--- src/hdl/pmm_pkg.sv ---
// Shared types and constants for the partition member move block.
`timescale 1ns / 1ps

package pmm_pkg;

  // Default number of elements in the partition.
  localparam int MAX_ELEMENTS_DEF = 256;

  // One input item: the element to move and the set that receives it.
  typedef struct packed {
    logic [7:0] element_index;
    logic [8:0] target_set;
  } pmm_in_t;

  // One result item.
  typedef struct packed {
    logic [8:0] former_set;
    logic [8:0] former_set_size;
    logic [8:0] target_set_size;
  } pmm_out_t;

  // Control word fields that drive the datapath, one flag per microcode step.
  typedef struct packed {
    logic wait_in;
    logic unlink;
    logic drop;
    logic push;
    logic finish;
  } pmm_ctrl_t;

  // Datapath conditions that the sequencer branches on.
  typedef struct packed {
    logic go;
    logic bad_tgt;
  } pmm_stat_t;

endpackage

--- src/hdl/pmm_seq.sv ---
// Microcode sequencer: step counter, control store and conditional jumps.
`timescale 1ns / 1ps

module pmm_seq import pmm_pkg::*; (
  input  logic      clk_i,
  input  logic      rst_ni,
  input  pmm_stat_t stat_i,
  output pmm_ctrl_t ctrl_o
);

  typedef enum logic [2:0] {
    STEP_WAIT,
    STEP_UNLINK,
    STEP_DROP,
    STEP_PUSH,
    STEP_FINISH
  } step_e;

  typedef enum logic [1:0] {
    COND_NONE,
    COND_GO,
    COND_BAD_TGT
  } cond_e;

  typedef struct packed {
    pmm_ctrl_t ctrl;
    cond_e     cond;
    step_e     nxt;
    step_e     alt;
  } uword_t;

  // Control store. The jump goes to alt when the condition holds, else to nxt.
  function automatic uword_t urom(step_e s);
    uword_t uw;
    uw      = '0;
    uw.cond = COND_NONE;
    uw.nxt  = STEP_WAIT;
    uw.alt  = STEP_WAIT;
    case (s)
      STEP_WAIT: begin
        uw.ctrl.wait_in = 1'b1;
        uw.cond         = COND_GO;
        uw.nxt          = STEP_WAIT;
        uw.alt          = STEP_UNLINK;
      end
      STEP_UNLINK: begin
        uw.ctrl.unlink = 1'b1;
        uw.nxt         = STEP_DROP;
      end
      STEP_DROP: begin
        uw.ctrl.drop = 1'b1;
        uw.cond      = COND_BAD_TGT;
        uw.nxt       = STEP_PUSH;
        uw.alt       = STEP_WAIT;
      end
      STEP_PUSH: begin
        uw.ctrl.push = 1'b1;
        uw.nxt       = STEP_FINISH;
      end
      STEP_FINISH: begin
        uw.ctrl.finish = 1'b1;
        uw.nxt         = STEP_WAIT;
      end
      default: begin
        uw.nxt = STEP_WAIT;
      end
    endcase
    return uw;
  endfunction

  step_e  step_q, step_d;
  uword_t uw;
  logic   take;

  always_comb begin
    uw = urom(step_q);
    case (uw.cond)
      COND_GO:      take = stat_i.go;
      COND_BAD_TGT: take = stat_i.bad_tgt;
      default:      take = 1'b0;
    endcase
    step_d = take ? uw.alt : uw.nxt;
  end

  assign ctrl_o = uw.ctrl;

  always_ff @(posedge clk_i or negedge rst_ni) begin
    if (!rst_ni) begin
      step_q <= STEP_WAIT;
    end else begin
      step_q <= step_d;
    end
  end

endmodule

--- config.mk ---
export PLATFORM = sky130hd
export DESIGN_NAME = pmm_seq
export DESIGN_NICKNAME = d
export VERILOG_FILES = /design/src/hdl/pmm_pkg.sv /design/src/hdl/pmm_seq.sv
export SDC_FILE = /design/constraint.sdc
export NUM_CORES = 1
export LEC_CHECK = 0
export BUFFER_PORTS_ARGS = -buffer_cell sky130_fd_sc_hd__buf_2
export CAP_MARGIN = 5
export CORE_AREA = 4 4 41 43
export DETAILED_ROUTE_END_ITERATION = 8
export DIE_AREA = 0 0 45 47
export MAX_ROUTING_LAYER = met4
export PLACE_DENSITY = 0.41
export SLEW_MARGIN = 20
export SYNTH_ARGS = -nofsm -noshare
export SYNTH_HDL_FRONTEND = slang
export SYNTH_SLANG_ARGS = --single-unit
--- constraint.sdc ---
create_clock -name clk_i -period 1.9 [get_ports clk_i]
set_input_delay 0.19 -clock clk_i [delete_from_list [all_inputs] [get_ports clk_i]]
set_output_delay 0.19 -clock clk_i [all_outputs]
set_load 0.01 [all_outputs]
==> metrics, run 1 <==
status completed; met3 track demand over resource 1.15%; initial core utilization 14.4%; total negative slack 0 ns; Max VDD drop 475 uV; Avg Inst Size Synth 9.88 sq um; met1 Usage GRT 4.79%; CTS Root Cell clkbuf_4; clock sinks 3; Core Box Area 1300 sq um; Largest register FFs 3; Top Ports 9; P&R area growth vs syn 50.7%; initial antenna violation count 0; WP data arrival 1.79 ns; TritonCTS buffer count 3; Setup CP Type reg2reg; chip height 47 microns; gr busiest metal met4; clock buffer depth 2; routability congestion estimate 0.596; Max Slew Vio Count 0; drt first pass iters 4; DP HPWL 347 microns; clk_lat worst skew 0.23 ns; Seq/Total Area, Yosys 40.0%; vias in the first global route 189; Post-DRT Antenna Nets 0; routed vias/inst 3.96; r2r setup slk 0.26 ns; IO buf count 8; share of cells above drive strength 1 40.6%; Synth Register Bits 3; DR WL/cell 8.98 microns; Die X-Extent 45 microns; die area 2120 sq um; critical path capture point type flip-flop; Vias 186; M2 GR Usage 6.78%; Leakage 0.155 nW; clk_skew 0.00218 ns; GRT Util Overall 5.15%; htree depth 1; Post-Syn Nets 25; Period minus WS final 1.64 ns; final WL 422 microns; Starting DRT DRC Count 4; FMAX 0.611 GHz; DRC 0; Hold/Removal Path Class in2async; row count 13; CTS tree built; post-CTS resize count 0; postcts setup bufs 0; registers with the most flip-flops step_q (3); largest net degree at the start of global routing 7; worst rel slew slack 83.2%; Gate Count Post-Synth 19; RSZ-0062 raised after global routing no; worst-margin pin slew 0.252 ns; CP Data Required Time 2.05 ns; gr ovfl total 0; final net count 39; Yosys Warn Count 0; # diodes 0; worst slack at placement 0.254 ns; final setup vio count 0; Final Cycle Share 86.2%; Hold Vio Cnt, Final 0; Worst Setup Start Kind flip-flop; Reg clk slew, reported paths 0.04 ns; Synth Cell Area 188 sq um; Power Density 1610 nW/um^2; CP max FO 6; first-pass GRT wire length 676 microns; Top reg by flops step_q; Setup WS post-layout 0.263 ns; distinct cell type count after synthesis 12; max cap viols 0
## what timing repair did
| item | 4_1_cts | 5_1_grt |
|---|---|---|
| setup endpoints to repair | 0 | 0 |
| hold endpoints to repair | 3 | 0 |
| hold buffers | 1 | 0 |
## power by group
part	switching (mW)	internal (mW)	total [mW]
Clock	0.0342	0.0788	0.113
Combinational	0.120	0.108	0.228
Sequential	0.0272	0.0886	0.116
## logic make-up after synthesis
group / count (synthesis) / share of synthesized area (%)
buf+inv: 2 / 4.00
compound gates: 2 / 6.67
fa+ha+maj: 2 / 13.3
mux: 1 / 5.33
flops: 3 / 40.0
simple gates: 9 / 30.7
## layer usage
metal / vias up / routed length, microns
li1: 92 / -
met1: 81 / 199
met2: 11 / 171
met3: 2 / 36
met4: 0 / 14
met5: - / 0
## path summary, 6_finish.rpt
check	startpoint	end	cells after the start
max in group asynchronous	rst_ni	step_q[2]	2
min in group clk_i	stat_i[1]	step_q[1]	4
min	rst_ni	step_q[1]	2
max reg2reg	step_q[1]	step_q[0]	5
max	step_q[1]	step_q[0]	5
min reg2reg	step_q[1]	step_q[1]	2
## through the flow
stage	cells	utilization, %	hold WS (ns)	cell area, sq um	total power, mW
2_1_floorplan	19	-	-0.106	188	0.274
3_5_place_dp	42	18.9	-0.0111	246	0.350
6_report	47	21.7	0.274	283	0.457
5_1_grt	47	21.7	0.282	283	0.502
4_1_cts	47	21.7	0.266	283	0.471
3_3_place_gp	42	18.9	-0.0152	246	0.339
## cell usage after synthesis
cell type / number / share of area (%)
a21oi_1: 1 / 2.7
a22oi_1: 1 / 4.0
and3b_2: 1 / 5.3
dfrtp_1: 3 / 40
ha_1: 2 / 13
inv_1: 2 / 4.0
mux2i_1: 1 / 5.3
nand2_1: 1 / 2.0
nor2_1: 3 / 6.0
nor2b_1: 1 / 3.3
nor3b_1: 2 / 8.0
or3_4: 1 / 6.0
## final cells by class
type	count	area [sq um]
clock buffers	4	26.3
multi-input cells	14	105
fillers	161	1020
repair buffers	9	50.0
well taps	15	18.8
flip-flops and latches	3	75.1
inverters	2	7.51
## cells in the final DEF, fill, tap and decap left out, drive strengths merged
cell,synthesis,final
clkbuf,0,4
nand2,1,1
and3b,1,1
ha,2,2
buf,0,8
or3,1,1
dlygate4sd3,0,1
a21oi,1,1
nor2b,1,1
inv,2,2
nor2,3,3
mux2i,1,1
nor3b,2,2
a22oi,1,1
dfrtp,3,3
## critical path, stage by stage (launching register included)
cell     delay, ns
dfrtp_1       0.41
or3_4         0.39
inv_1         0.08
ha_1          0.22
nor2_1        0.22
mux2i_1       0.23
Note: power is estimated with default switching activity, not from simulation.
==> run 2: changes to the inputs <==
ABC_AREA = 1   (was not set)
PLACE_DENSITY = 0.43   (was 0.41)
==> run 2 against run 1 <==
Clock-buffer cell count unchanged. Sequential power up 3%. Flip-flop and latch count unchanged. Final cell count up 23%. Combinational power up 16%. Worst setup slack better by 0.28 ns. Critical endpoint is now step_q[1]. First-iteration DRC count up 75%. Cell area up 8.8%.
==> metrics, run 2 <==
status completed; Synth Cell Area 213 sq um; Post-DRT Antenna Nets 0; CP Cell Sequence nor2_1, nand2_1, inv_1, ha_1, inv_1, nand2_1, nand2_1, inv_1; top cell type's share of synthesized area 35.3%; worst rel slew slack 85.0%; Post-Syn Nets 36; CTS tree built; clock buffer depth 2; share of cells above drive strength 1 37.2%; Leakage 0.198 nW; r2r setup slk 0.54 ns; registers with the most flip-flops step_q (3); Final Cycle Share 71.5%; Starting DRT DRC Count 7; Hold Vio Cnt, Final 0; Synth Register Bits 3; Critical Path Max Stage Delay 0.44 ns; clk_skew 0.00347 ns; Reg clk slew, reported paths 0.04 ns; initial core utilization 16.3%; FMAX 0.736 GHz; htree depth 1; final WL 452 microns; initial antenna violation count 0; top area cells in the synthesized netlist dfrtp_1 35%, nand2_1 16%, ha_1 12%; first-pass GRT wire length 793 microns; Core Box Area 1300 sq um; Vias 210; number of synthesized flops with an enable pin 0; # diodes 0; vias in the first global route 203; final net count 50; Top reg by flops step_q; Setup WS post-layout 0.541 ns; Power Density 1600 nW/um^2; largest net degree at the start of global routing 7; worst slack at placement 0.545 ns; TritonCTS buffer count 3; dpl cell area 272 sq um; CTS Root Cell clkbuf_4; Avg Inst Size Synth 7.09 sq um; die area 2120 sq um; Seq/Total Area, Yosys 35.3%; postcts setup bufs 0; DP HPWL 363 microns; predominant post-synthesis flop cell dfrtp_1; async set-reset flop share out of synthesis 100%; GRT Util Overall 5.47%; gr ovfl total 0; P&R area growth vs syn 44.7%; Worst Setup Start Kind flip-flop; clock sinks 3; drt first pass iters 4; row count 13; distinct cell type count after synthesis 13; total negative slack 0 ns; CP Data Required Time 2.02 ns; IO buf count 8; Period minus WS final 1.36 ns; max cap viols 0; Top Ports 9; RSZ-0062 raised after global routing no; fin area 308 sq um; Yosys Warn Count 0; Hold/Removal Path Class in2async; clk_lat worst skew 0.23 ns; most frequent cells in the layout 9 x nand2_1, 8 x buf_2, 5 x inv_1; routability congestion estimate 0.692; Largest register FFs 3; total power 0.494 mW; slowest cell on the critical path dfrtp_1; Max Slew Vio Count 0; Die X-Extent 45 microns; most frequent cell after synthesis nand2_1; most common cell after layout, fill and taps aside nand2_1; routed vias/inst 3.62; Setup CP Type reg2reg; Commonest cells post-synth 9 x nand2_1, 5 x inv_1, 3 x dfrtp_1; CP max FO 6; worst-margin pin slew 0.224 ns; final setup vio count 0; Gate Count Post-Synth 30; critical path capture point type flip-flop; chip height 47 microns; most area-hungry cell type in the Yosys netlist dfrtp_1; Max VDD drop 570 uV; WP data arrival 1.48 ns; DRC 0; DR WL/cell 7.79 microns
[run 2: cell families after synthesis]
logic type,Yosys count,synth area share (%)
buf+inv,7,12.4
compound gates,1,2.35
flops,3,35.3
fa+ha+maj,2,11.8
simple gates,17,38.2
[run 2: report_power, final]
group	switching (mW)	leakage [nW]	internal [mW]
Sequential	0.0314	0.0393	0.0884
Clock	0.0306	0.0150	0.0785
Combinational	0.168	0.144	0.0969
[run 2: cell type report]
type                       instances  area, sq um
inverter                           7         26.3
tap                               15         18.8
fill                             157          993
sequential                         3         75.1
timing repair buffer               9         50.0
multi-input combinational         20          111
clock buffer                       4         26.3
[run 2: timing repair]
item / in CTS / in global routing
endpoints found under the hold margin: 3 / 0
gates resized for setup: 0 / 0
hold buffers: 1 / 0
endpoints found under the setup margin: 0 / 0
[run 2: final timing paths]
check	endpoint	startpoint	cells past startpoint
min in group clk_i	step_q[2]	stat_i[1]	4
max in group asynchronous	step_q[1]	rst_ni	2
min	step_q[2]	rst_ni	2
max reg2reg	step_q[1]	step_q[0]	8
max	step_q[1]	step_q[0]	8
min reg2reg	step_q[0]	step_q[2]	3
[run 2: worst max-delay path: cells and delay by family, from the launching register on]
kind                     cells  cell delay (ns)
flip-flops                   1             0.44
AND/OR/NAND/NOR              4             0.38
adder cells (fa/ha/maj)      1             0.22
buffers and inverters        3             0.20
[run 2: routing by layer]
metal  part of all wire, %  track usage (%)  vias up
met1                    51             7.08       89
li1                      -                -      117
met2                    47             6.78        4
met3                   2.4             3.45        0
met5                     0                -        -
met4                     0             1.75        0
[run 2: metrics by stage]
stage	hold slack, ns	std cells	util [%]
6_report	0.284	58	23.7
5_1_grt	0.287	58	23.7
4_1_cts	0.279	58	23.7
3_5_place_dp	-0.0125	53	20.9
3_3_place_gp	-0.0113	53	20.9
2_1_floorplan	-0.106	30	-
==> run 3: changes to the inputs <==
PLACE_DENSITY = 0.44   (was 0.43)
clock period = 1.1 ns   (was 1.9 ns; I/O delays follow)
==> run 3 against run 2 <==
The run now ends with setup timing left. Clock-buffer cell count is the same. Non-clock buffer count grew 11. Via count grew 26%. Sequential share of layout area shrank 7.4 points. Clock power grew 75%. Largest power group unchanged.
==> metrics, run 3 (synthesized netlist as in run 2, its figures left out) <==
DP HPWL 429 microns; FMAX 0.793 GHz; vias in the first global route 267; CP max FO 5; Sw Share 41.5%; final WL 644 microns; final net count 61; chip height 47 microns; routability congestion estimate 0.712; Internal 0.819 mW; TritonCTS buffer count 3; Die X-Extent 45 microns; Comb pwr share 69.9%; Final Cycle Share 115%; CTS Root Cell clkbuf_4; Core Box Area 1300 sq um; Reg clk slew, reported paths 0.04 ns; # diodes 0; IO buf count 8; clk_skew 0.00100 ns; drt first pass iters 2; Hold Vio Cnt, Final 0; initial antenna violation count 0; die area 2120 sq um; first-pass GRT wire length 1.04 mm; worst rel slew slack 89.3%; most common cell after layout, fill and taps aside buf_4; registers with the most flip-flops step_q (3); Clock power frac 13.6%; share of cells above drive strength 1 72.2%; Period minus WS final 1.26 ns; CTS tree built; total power 1.40 mW; RSZ-0062 raised after global routing yes; initial core utilization 16.3%; clock buffer depth 2; clock sinks 3; Critical Path Max Stage Delay 0.45 ns; Top Ports 9; Hold/Removal Path Class in2reg; htree depth 1; clk_lat worst skew 0.23 ns; Max Slew Vio Count 0; worst setup path end ctrl_o[4]; gr ovfl total 0; sequential share of power 16.5%; slowest cell on the critical path dfrtp_2; largest net degree at the start of global routing 6; violated checks setup timing; FF-to-FF End step_q[0]; WP data arrival 1.15 ns; Power Density 3070 nW/um^2; DRC 0; delay-heaviest family, CP flip-flops; CP Data Required Time 0.99 ns; r2r setup slk -0.14 ns; CP Cell Sequence nor2_4, nand2_2, inv_2, buf_4, buf_6; Buf/Inv on CP 3; total negative slack -0.970 ns; r2r startpoint step_q[0]; max cap viols 0; DR WL/cell 9.33 microns; number of cells on the critical path 5; Vias 264; P&R area growth vs syn 114%; worst reg-to-reg path cell count 8; Setup WS post-layout -0.161 ns; most frequent cells in the layout 10 x buf_4, 6 x buf_2, 5 x nand2_2, 5 x nand2_1, 4 x inv_2; Largest register FFs 3; GRT Util Overall 7.53%; Top reg by flops step_q; Starting DRT DRC Count 3; routed vias/inst 3.83; CP startpoint step_q[0]; Leakage 0.256 nW; critical path capture point type primary output; worst-margin pin slew 0.161 ns; Max VDD drop 794 uV; row count 13; Post-DRT Antenna Nets 0; Switch Pwr 0.581 mW; Setup CP Type reg2out; final setup vio count 8; Hold Slack 0.198 ns; status finished with violations; Worst Setup Start Kind flip-flop
==> run 3: cell count changes in the layout (fill, tap and decap cells not counted), sizes merged <==
cell  change
buf      +11
==> run 3: final cells by class <==
| cell class | count | area (sq um) |
|---|---|---|
| fill | 151 | 846 |
| multi-input combinational | 20 | 158 |
| timing repair buffer | 20 | 149 |
| sequential | 3 | 77.6 |
| clock buffer | 4 | 26.3 |
| inverter | 7 | 26.3 |
| tap | 15 | 18.8 |
==> run 3: worst min-delay path by stage <==
stage / endpoint / from / depth (start not counted) / slack, ns
after floorplan: step_q[0] / rst_ni / 0 / -0.19
after global placement: step_q[2] / rst_ni / 1 / -0.09
after detailed placement: step_q[1] / rst_ni / 1 / -0.09
after CTS: step_q[1] / rst_ni / 2 / 0.19
after global routing: step_q[1] / rst_ni / 2 / 0.21
final: step_q[2] / stat_i[0] / 4 / 0.20
==> run 3: per-stage QoR <==
| step | std cells | cell area [sq um] | util, % | worst slack, ns |
|---|---|---|---|---|
| after floorplan | 30 | 223 | - | -0.168 |
| after global placement | 59 | 327 | 25.1 | -0.226 |
| after detailed placement | 59 | 327 | 25.1 | -0.216 |
| after CTS | 67 | 417 | 32.0 | -0.174 |
| after global routing | 69 | 455 | 35.0 | -0.279 |
| final | 69 | 455 | 35.0 | -0.161 |
==> run 3: power by group through the flow <==
| stage | logic (mW) | registers (mW) | clock network [mW] |
|---|---|---|---|
| 4_1_cts | 0.821 | 0.217 | 0.204 |
| 5_1_grt | 1.11 | 0.238 | 0.215 |
| 2_1_floorplan | 0.358 | 0.212 | 0 |
| 3_5_place_dp | 0.616 | 0.220 | 0 |
| 6_report | 0.979 | 0.231 | 0.191 |
| 3_3_place_gp | 0.629 | 0.220 | 0 |
==> run 3: repair_timing <==
item	4_1_cts	5_1_grt
hold endpoints to repair	3	0
cloned	0	0
pin swaps	2	3
resized for setup	7	6
hold buffers	1	0
setup endpoints to repair	8	8
buffers inserted	3	2
==> run 3: worst reg2reg max path, stage by stage (launching register included) <==
cell	delay, ns
dfrtp_2	0.45
nor2_4	0.11
nand2_2	0.07
inv_2	0.08
ha_4	0.20
inv_2	0.06
nand2_2	0.05
nand2_1	0.06
nand2_1	0.05
==> run 3: metal layers <==
metal	vias to the layer above	wire [microns]	track usage (%)
met1	117	255	7.80
met5	-	0	-
li1	140	-	-
met3	2	31	3.45
met4	0	17	5.26
met2	5	340	11.3
